[config.mk]
export PLATFORM = sky130hd
export DESIGN_NAME = punctuator_maximal_munch_lexer
export DESIGN_NICKNAME = d
export VERILOG_FILES = /design/src/rtl/core/pmml_pkg.sv /design/src/rtl/core/punctuator_maximal_munch_lexer.sv
export VERILOG_INCLUDE_DIRS = /design/src /design/src/rtl/core
export SDC_FILE = /design/constraint.sdc
export NUM_CORES = 1
export LEC_CHECK = 0
export BUFFER_PORTS_ARGS = -buffer_cell sky130_fd_sc_hd__clkbuf_2
export CAP_MARGIN = 20
export CORE_UTILIZATION = 30
export DETAILED_ROUTE_END_ITERATION = 8
export GPL_ROUTABILITY_DRIVEN = 0
export SYNTH_ARGS = -nofsm -noshare
export SYNTH_HDL_FRONTEND = slang
export SYNTH_SLANG_ARGS = --single-unit
export TNS_END_PERCENT = 100
[constraint.sdc]
create_clock -name clk -period 3.91 [get_ports clk]
set_input_delay 0.5865 -clock clk [delete_from_list [all_inputs] [get_ports clk]]
set_output_delay 0.5865 -clock clk [all_outputs]
set_load 0.02 [all_outputs]
[src/rtl/core/punctuator_maximal_munch_lexer_defines.svh]
// assertion macros for the punctuator lexer
// used by the files that assert; needs nothing else
`ifndef PUNCTUATOR_MAXIMAL_MUNCH_LEXER_DEFINES_SVH
`define PUNCTUATOR_MAXIMAL_MUNCH_LEXER_DEFINES_SVH

// same-cycle implication, off during reset
`define PMML_ASSERT_NOW(lbl, clk, rst_n, ante, cons) \
  lbl: assert property (@(posedge clk) disable iff (!rst_n) (ante) |-> (cons)) \
    else $error("lexer check failed");

// next-cycle implication, off during reset
`define PMML_ASSERT_NEXT(lbl, clk, rst_n, ante, cons) \
  lbl: assert property (@(posedge clk) disable iff (!rst_n) (ante) |=> (cons)) \
    else $error("lexer check failed");

`endif

[src/rtl/core/pmml_pkg.sv]
// constants and the operator extension table of the punctuator lexer
// standalone, used by punctuator_maximal_munch_lexer
package pmml_pkg;

  localparam int COLUMN_WIDTH = 16;
  localparam int COL_PORT_W   = 16;
  localparam int COL_KEEP     = (COLUMN_WIDTH < COL_PORT_W) ? COLUMN_WIDTH : COL_PORT_W;

  localparam logic [7:0] CH_BANG  = 8'h21;
  localparam logic [7:0] CH_HASH  = 8'h23;
  localparam logic [7:0] CH_PCT   = 8'h25;
  localparam logic [7:0] CH_AMP   = 8'h26;
  localparam logic [7:0] CH_STAR  = 8'h2A;
  localparam logic [7:0] CH_PLUS  = 8'h2B;
  localparam logic [7:0] CH_MINUS = 8'h2D;
  localparam logic [7:0] CH_DOT   = 8'h2E;
  localparam logic [7:0] CH_SLASH = 8'h2F;
  localparam logic [7:0] CH_COLON = 8'h3A;
  localparam logic [7:0] CH_LT    = 8'h3C;
  localparam logic [7:0] CH_EQ    = 8'h3D;
  localparam logic [7:0] CH_GT    = 8'h3E;
  localparam logic [7:0] CH_LBRK  = 8'h5B;
  localparam logic [7:0] CH_RBRK  = 8'h5D;
  localparam logic [7:0] CH_BAR   = 8'h7C;

  localparam logic [1:0] CNT_NONE  = 2'd0;
  localparam logic [1:0] CNT_ONE   = 2'd1;
  localparam logic [1:0] CNT_TWO   = 2'd2;
  localparam logic [1:0] CNT_THREE = 2'd3;

  // can the pending token take c as its next character
  function automatic logic can_extend(input logic [1:0] cnt, input logic [7:0] f,
                                      input logic [7:0] s, input logic [7:0] c);
    logic ok;
    ok = 1'b0;
    if (cnt == CNT_ONE) begin
      case (f) inside
        CH_BANG, CH_PCT, CH_STAR, CH_SLASH, CH_EQ: ok = (c == CH_EQ);
        CH_HASH:  ok = (c == CH_HASH);
        CH_COLON: ok = (c == CH_COLON);
        CH_LBRK:  ok = (c == CH_LBRK);
        CH_RBRK:  ok = (c == CH_RBRK);
        CH_AMP:   ok = (c == CH_AMP) || (c == CH_EQ);
        CH_PLUS:  ok = (c == CH_PLUS) || (c == CH_EQ);
        CH_BAR:   ok = (c == CH_BAR) || (c == CH_EQ);
        CH_MINUS: ok = (c == CH_MINUS) || (c == CH_EQ) || (c == CH_GT);
        CH_DOT:   ok = (c == CH_DOT) || (c == CH_STAR);
        CH_LT:    ok = (c == CH_LT) || (c == CH_EQ);
        CH_GT:    ok = (c == CH_GT) || (c == CH_EQ);
        default:  ok = 1'b0;
      endcase
    end else if (cnt == CNT_TWO) begin
      if (f == CH_MINUS && s == CH_GT) ok = (c == CH_STAR);
      else if (f == CH_LT && s == CH_LT) ok = (c == CH_EQ);
      else if (f == CH_GT && s == CH_GT) ok = (c == CH_EQ);
    end
    return ok;
  endfunction

endpackage

[src/rtl/core/punctuator_maximal_munch_lexer.sv]
// punctuator lexer: longest-match grouping of punctuation characters into operators
// depends on pmml_pkg and punctuator_maximal_munch_lexer_defines.svh
// a token is registered and offered on out_ in the cycle after the transfer of the item that closes it
// throughput: one input item per cycle while not stalled; the pending token register is the only loop
// input stalls only while the output register holds an untaken token
// reset (rst_n low, synchronous) clears the pending token and the output valid
`include "punctuator_maximal_munch_lexer_defines.svh"

module punctuator_maximal_munch_lexer
  import pmml_pkg::*;
(
  input  logic        clk,
  input  logic        rst_n,
  input  logic        in_tvalid,
  output logic        in_tready,
  input  logic [23:0] in_tdata,   // [7:0] char_code, [23:8] column
  input  logic [0:0]  in_tuser,   // [0] action (1 = boundary)
  output logic        out_tvalid,
  input  logic        out_tready,
  output logic [47:0] out_tdata,  // [7:0] first_byte, [15:8] second_byte, [23:16] third_byte,
                                  // [25:24] token_length, [41:26] token_column, rest zero
  output logic [0:0]  out_tuser   // [0] malformed
);

  logic [7:0]          pend_c0_r, pend_c1_r, pend_c2_r;
  logic [7:0]          pend_c0_nxt, pend_c1_nxt, pend_c2_nxt;
  logic [1:0]          pend_cnt_r, pend_cnt_nxt;
  logic [COL_KEEP-1:0] pend_start_r, pend_start_nxt;

  logic                out_valid_r;
  logic [7:0]          out_b0_r, out_b1_r, out_b2_r;
  logic [1:0]          out_len_r;
  logic [COL_KEEP-1:0] out_col_r;
  logic                out_bad_r;

  logic                in_xfer;
  logic                is_char;
  logic [7:0]          in_char;
  logic [COL_KEEP-1:0] in_col;
  logic                emit;
  logic [7:0]          emit_b0, emit_b1, emit_b2;
  logic [1:0]          emit_len;
  logic                emit_bad;

  assign in_tready = !out_valid_r || out_tready;
  assign in_xfer   = in_tvalid && in_tready;
  assign is_char   = !in_tuser[0];
  assign in_char   = in_tdata[7:0];
  assign in_col    = in_tdata[8 +: COL_KEEP];

  always_comb begin
    pend_c0_nxt    = pend_c0_r;
    pend_c1_nxt    = pend_c1_r;
    pend_c2_nxt    = pend_c2_r;
    pend_cnt_nxt   = pend_cnt_r;
    pend_start_nxt = pend_start_r;
    emit     = 1'b0;
    emit_b0  = pend_c0_r;
    emit_b1  = (pend_cnt_r == CNT_TWO || pend_cnt_r == CNT_THREE) ? pend_c1_r : 8'd0;
    emit_b2  = (pend_cnt_r == CNT_THREE) ? pend_c2_r : 8'd0;
    emit_len = pend_cnt_r;
    emit_bad = 1'b0;
    if (in_xfer) begin
      if (pend_cnt_r == CNT_NONE) begin
        if (is_char) begin
          pend_c0_nxt    = in_char;
          pend_cnt_nxt   = CNT_ONE;
          pend_start_nxt = in_col;
        end
      end else if (pend_cnt_r == CNT_TWO && pend_c0_r == CH_DOT && pend_c1_r == CH_DOT) begin
        // '..' swallows whatever comes next as its third dot
        emit     = 1'b1;
        emit_b2  = CH_DOT;
        emit_len = CNT_THREE;
        emit_bad = !(is_char && in_char == CH_DOT);
        pend_c0_nxt    = 8'd0;
        pend_c1_nxt    = 8'd0;
        pend_c2_nxt    = 8'd0;
        pend_cnt_nxt   = CNT_NONE;
        pend_start_nxt = '0;
      end else if (is_char && can_extend(pend_cnt_r, pend_c0_r, pend_c1_r, in_char)) begin
        if (pend_cnt_r == CNT_ONE) pend_c1_nxt = in_char;
        else pend_c2_nxt = in_char;
        pend_cnt_nxt = pend_cnt_r + 2'd1;
      end else begin
        emit = 1'b1;
        pend_c1_nxt = 8'd0;
        pend_c2_nxt = 8'd0;
        if (is_char) begin
          pend_c0_nxt    = in_char;
          pend_cnt_nxt   = CNT_ONE;
          pend_start_nxt = in_col;
        end else begin
          pend_c0_nxt    = 8'd0;
          pend_cnt_nxt   = CNT_NONE;
          pend_start_nxt = '0;
        end
      end
    end
  end

  always_ff @(posedge clk) begin
    if (!rst_n) begin
      pend_c0_r    <= 8'd0;
      pend_c1_r    <= 8'd0;
      pend_c2_r    <= 8'd0;
      pend_cnt_r   <= CNT_NONE;
      pend_start_r <= '0;
      out_valid_r  <= 1'b0;
    end else begin
      pend_c0_r    <= pend_c0_nxt;
      pend_c1_r    <= pend_c1_nxt;
      pend_c2_r    <= pend_c2_nxt;
      pend_cnt_r   <= pend_cnt_nxt;
      pend_start_r <= pend_start_nxt;
      if (emit) out_valid_r <= 1'b1;
      else if (out_tready) out_valid_r <= 1'b0;
    end
  end

  always_ff @(posedge clk) begin
    if (emit) begin
      out_b0_r  <= emit_b0;
      out_b1_r  <= emit_b1;
      out_b2_r  <= emit_b2;
      out_len_r <= emit_len;
      out_col_r <= pend_start_r;
      out_bad_r <= emit_bad;
    end
  end

  assign out_tvalid = out_valid_r;
  assign out_tdata  = {6'd0, COL_PORT_W'(out_col_r), out_len_r, out_b2_r, out_b1_r, out_b0_r};
  assign out_tuser  = out_bad_r;

  `PMML_ASSERT_NOW(a_len_nonzero, clk, rst_n, out_valid_r, out_len_r != CNT_NONE)
  `PMML_ASSERT_NOW(a_bad_is_dots, clk, rst_n, out_valid_r && out_bad_r,
                   out_len_r == CNT_THREE && out_b0_r == CH_DOT && out_b2_r == CH_DOT)
  `PMML_ASSERT_NEXT(a_three_closes, clk, rst_n, in_xfer && pend_cnt_r == CNT_THREE,
                    out_valid_r && pend_cnt_r != CNT_THREE)
  `PMML_ASSERT_NEXT(a_idle_boundary, clk, rst_n,
                    in_xfer && pend_cnt_r == CNT_NONE && in_tuser[0],
                    pend_cnt_r == CNT_NONE)
  `PMML_ASSERT_NOW(a_no_drop, clk, rst_n, emit && out_valid_r, out_tready)

endmodule

# Word level (Yosys, flattened, before mapping)
# Cells that the tools add are included.
# totals
register_bits	86
inputBits	29
out_inout_bits	51
# op_classes
addsub	1
n_eq_ne	39
mux	54
n_bitwise	3
reduce_logical	29
# op_table
cell	count
== test 8 x 6 -> 1 bit, second input constant	26
two-way mux 8 bit	15
two-way mux 16 bit	5
== test 8 x 7 -> 1 bit, second input constant	6
two-way mux 1 bit	27
two-way mux 2 bit	7
logical OR 1 bit	10
!= test 3 bit, second input constant	3
AND reduction 3 bit	3
logical AND 1 bit	8
OR reduction 5 bit	1
== test 2 bit, second input constant	2
logical NOT 1 bit	3
NOT 1 bit	3
OR reduction 3 bit	1
adder 2 x 1 -> 2 bit, second input constant	1
== test 2 x 1 -> 1 bit, second input constant	1
logical NOT 2 bit	1
!= test 2 bit, second input constant	1
AND reduction 2 bit	1
nonzero test 2 bit	1

# Depth between registers and ports, before layout
# depth
depth_word	24
depth_mapped	10
mapped_depth_nobuf	10

# Least setup slack after synthesis
# OpenSTA, ideal clock, no wires.
# synth_path
path_kind	flip-flop to flip-flop
start	register pend_c0_r[6], in the netlist emit_b0[6]
end	register out_b0_r[0], enable pin
t_arrival_ps	3099
required_ps	3502
path_slack_ps	403
stages_incl_launch_ff	8
path_buffers	1
period_less_slack_ps	3507
cell_sequence	dfxtp_1 or4b_1 buf_2 or4b_1 o32ai_1 a211oi_2 nor2_2 o31a_1
# synth_between
elab_chain_cells	22
elab_cells_between_ends	47
cone_classes	eq/ne: 16; mux: 24; reduce/logical: 7
# synth_rtl
item	line_no	text
start: declaration	punctuator_maximal_munch_lexer.sv:25	logic [7:0] pend_c0_r, pend_c1_r, pend_c2_r;
start signal: assignment	punctuator_maximal_munch_lexer.sv:111	pend_c0_r <= pend_c0_nxt;
== test 8 x 6 -> 1 bit	pmml_pkg.sv:55, punctuator_maximal_munch_lexer.sv:81	
two-way mux 1 bit (12 in a row)	pmml_pkg.sv:37	case (f) inside
two-way mux 1 bit	pmml_pkg.sv:36	if (cnt == CNT_ONE) begin
two-way mux 1 bit	punctuator_maximal_munch_lexer.sv:70	end else if (pend_cnt_r == CNT_TWO && pend_c0_r == CH_DOT && pend_c1_r == CH_DOT) begin
two-way mux 1 bit	punctuator_maximal_munch_lexer.sv:64	if (pend_cnt_r == CNT_NONE) begin
two-way mux 1 bit	punctuator_maximal_munch_lexer.sv:63	if (in_xfer) begin
logical AND 1 bit	punctuator_maximal_munch_lexer.sv:81	end else if (is_char && can_extend(pend_cnt_r, pend_c0_r, pend_c1_r, in_char)) begin
two-way mux 1 bit	punctuator_maximal_munch_lexer.sv:81	
two-way mux 1 bit *	punctuator_maximal_munch_lexer.sv:70	
two-way mux 1 bit *	punctuator_maximal_munch_lexer.sv:64	
two-way mux 1 bit *	punctuator_maximal_munch_lexer.sv:63	
via emit	punctuator_maximal_munch_lexer.sv:40	logic emit;
end signal: assignment	punctuator_maximal_munch_lexer.sv:123	out_b0_r <= emit_b0;
end: declaration	punctuator_maximal_munch_lexer.sv:31	logic [7:0] out_b0_r, out_b1_r, out_b2_r;
# The timed path passes the listed nets; every way through them passes the cells marked *. The select of a mux whose other input is x is not followed.
# A chain may end at the register's enable or synchronous reset.

# Final worst setup path
# layout_path
start	register pend_c0_r[4], in the netlist emit_b0[4]
end	register pend_start_r[0]
# layout_between
elab_chain_cells	20
elab_cells_between_ends	47
cone_classes	eq/ne: 17; mux: 22; reduce/logical: 8
# layout_rtl
item	line_no	text
== test 8 x 6 -> 1 bit	pmml_pkg.sv:55, punctuator_maximal_munch_lexer.sv:81	
two-way mux 1 bit (12 in a row)	pmml_pkg.sv:37	
two-way mux 1 bit	pmml_pkg.sv:36	
two-way mux 1 bit	punctuator_maximal_munch_lexer.sv:70	
two-way mux 1 bit	punctuator_maximal_munch_lexer.sv:64	
two-way mux 1 bit	punctuator_maximal_munch_lexer.sv:63	
logical AND 1 bit	punctuator_maximal_munch_lexer.sv:81	
!= test 3 bit (no line)	--	
AND reduction 3 bit (no line)	--	
end signal: assignment	punctuator_maximal_munch_lexer.sv:115	pend_start_r <= pend_start_nxt;
end: declaration	punctuator_maximal_munch_lexer.sv:28	logic [COL_KEEP-1:0] pend_start_r, pend_start_nxt;
# Parallel ways exist; a longest one is shown, timed or not. The select of a mux whose other input is x is not followed.

==> results by group <==
Outcome
  – Status: complete, no violations

STA
  – Setup TNS: 0 ps
  – Final hold viol count: 0
  – Slew Viols, Final: 0
  – Fin Clk Skew: 6.73 ps
  – Final min period: around 3400 ps
  – Slew @ Worst Pin: approximately 1000 ps
  – Slew margin rel.: a little under a third
  – RSZ-0062 raised after global routing: no
  – Fin crit share: 85.9%
  – Fmax: roughly 300 MHz
  – Final setup fails: 0

Final layout
  – Syn-to-layout area delta: 22.6%
  – Most frequent cells in the layout: clkbuf_2, dfxtp_1, edfxtp_1, nand2_1, a22o_1
  – Share of cells above drive strength 1: between 20% and 30%
  – Post-route cell area: roughly 4600 um2
  – Final nets: 421
  – Number of diodes: 0
  – Commonest non-fill, non-tap cell in the layout: clkbuf_2

Logic synthesis
  – Main flop type after synthesis: edfxtp_1
  – Mapped Cells: 321
  – Mapped cell area: 3710 um2
  – Avg Inst Size Synth: about 12 um2
  – Post-synth ARST share: 0%
  – Post-synth EDFFs: 43
  – Largest area contributor in the netlist: edfxtp_1
  – Synth area leaders: edfxtp_1, dfxtp_1, a22o_1
  – Yosys cell types: a little over 50
  – Post-synth top area share: 34.8%
  – Seq/Total Area, Yosys: 57.9%
  – Synth Register Bits: between 80 and 90
  – Synth warn: 0

Hold path
  – Hold WC Path Type: reg2reg
  – Hold Path Origin: pend_start_r[13]
  – Min-Delay Endpoint: out_col_r[13]
  – Hold Crit Depth: 0

Floorplan
  – Starting Density: a little under a third
  – Die Wd: 113 um
  – Full die area: roughly 13000 um2
  – IO Pins: 80
  – Die height: 113 um
  – FP Rows: 40
  – Core area: around 12000 um2

Global routing
  – First-pass GRT wire length: roughly 13 mm
  – GRT Total Usage: 13.2%
  – Global route total overflow: 0
  – Met1 GRT Util: between 15 and 20%
  – Antenna violations before repair: 0
  – Vias in the first global route: approximately 2.6k
  – Largest net degree at the start of global routing: 45
  – GR Util met2: 21.9%
  – Routing usage on met3: roughly 3.8%
  – Gr busiest metal: met2

Route
  – DRT Wirelength: between 8 and 9 mm
  – Iteration-0 DRC Markers: between 200 and 300
  – Vias per cell: 4.98
  – First-pass DRT Iterations: 5
  – Final ANT Viol Nets: 0
  – DRC Markers: 0
  – Via count: about 2.8k
  – WL/cell: between 10 and 15 um

Place
  – Detail Placement HPWL: approximately 5.6 mm
  – Cell Area, Placed: about 4200 um2
  – Buffers on Ports: 73

Clock network
  – Quantity of gates resized following cts: 0
  – Num CTS Buffers: 9
  – Longest Clk Path Bufs: 2
  – Worst-Skew Late Latency: ~330 ps
  – CTS tree: yes
  – Clock sinks: 86
  – H-tree Lvls: 3
  – Clock transition at the registers of the reported paths: roughly 60 ps
  – Total setup buffers inserted after CTS: 0
  – Hold_buf cts: 0
  – Root Driver: clkbuf_16

Worst setup path
  – R2R depth: 7
  – Worst R2R Setup Slack: 550 ps
  – WS Path Type: reg2reg
  – RR Startpoint: emit_b0[4]
  – Critical Path RT: between 4000 and 5000 ps
  – Worst setup SP type: register
  – Crit Path Max Fanout: 23
  – FF-to-FF End: pend_start_r[0]
  – Critical Path Sink Type: register
  – Critical Path AT: between 3000 and 4000 ps

Power
  – Pwr Density: 468 nW/um2
  – Maximum vdd ir drop: about 0.19 mV
  – Final Total Pwr: between 2 and 2.5 mW
  – Leakage: around 1.8 nW

Run
  – Max-Cap Viols: 0
[state kept, by name, indices dropped and copies added, names as in the netlist]
register and flops:
out_len_r 2, out_b1_r 8, out_tuser 1, pend_start_r 16, pend_c1_r 8, out_b2_r 8, out_tvalid 1, out_col_r 16
pend_cnt_r 2, emit_b0 8, pend_c2_r 8, out_b0_r 8
[worst max-delay path, stage by stage (launching register included)]
cell	delay, ps
dfxtp_1	410
or4b_1	680
or4b_1	570
o32ai_1	170
a211oi_2	100
nor2_2	230
o31a_1	870
a22o_1	270
[worst max path at each step]
stage               startpoint               to  depth (start not counted)
global route        emit_b0[4]  pend_start_r[0]                          7
floorplan           emit_b0[6]      out_b0_r[0]                          7
global placement    emit_b0[4]    out_col_r[15]                          6
detailed placement  emit_b0[4]    out_col_r[11]                          6
finish              emit_b0[4]  pend_start_r[0]                          7
CTS                 emit_b0[4]      out_b1_r[5]                          6
[power by group]
group | switching [mW] | internal, mW
clock | 0.332 | 0.620
combinational | 0.110 | 0.0617
sequential | 0.0247 | 0.983
total | 0.467 | 1.66
[cell usage after synthesis, drive strengths merged (3+ instances only)]
library cell   n
nand4          7
nor4b          4
a21oi          8
buf           12
and3          11
dfxtp         43
o211ai         3
nand3          7
nor3b          4
edfxtp        43
o31ai          3
and4b          4
a21boi         6
nand2b         6
clkbuf        15
o21a           5
inv            3
a22o          27
a21o           3
o32ai          3
and2           6
ha             4
nor2          10
nor4bb         5
nor3           7
o31a           3
nor2b         14
nand2         29
[metrics by stage]
stage          hold WS, ps  instances  utilization (%)  setup slack, ps
5_1_grt                437        560             37.8              351
6_report               430        560             37.8              552
4_1_cts                431        559             37.6              423
3_5_place_dp           416        544             34.8              438
3_3_place_gp           415        544             34.8              472
2_1_floorplan          409        326                -              403
[kinds of logic after synthesis]
logic type / after synthesis / synth area share, %
xor gates and xnor gates: 4 / 0.943
DFF: 86 / 57.9
buffers and inverters: 30 / 4.14
other: 1 / 0.101
and+or+nand+nor: 124 / 19.9
adders and majority gates: 4 / 1.35
AOI/OAI and AO/OA: 72 / 15.7
[per-layer routing]
layer	share of wire, %	up-vias	routed length, um
met1	43	1342	3550
met4	2.4	0	197
li1	-	1325	-
met2	48	103	3910
met3	6.7	21	549
met5	0	-	0
[area by class of cell]
type / count / area, um2
Clock buffer: 9 / 225
Clock inverter: 6 / 111
Fill cell: 1180 / 7510
Multi-Input combinational cell: 210 / 1430
Sequential cell: 86 / 2150
Timing Repair Buffer: 78 / 415
Inverter: 3 / 11.3
Tap cell: 168 / 210
(Power assumes the default switching activity.)
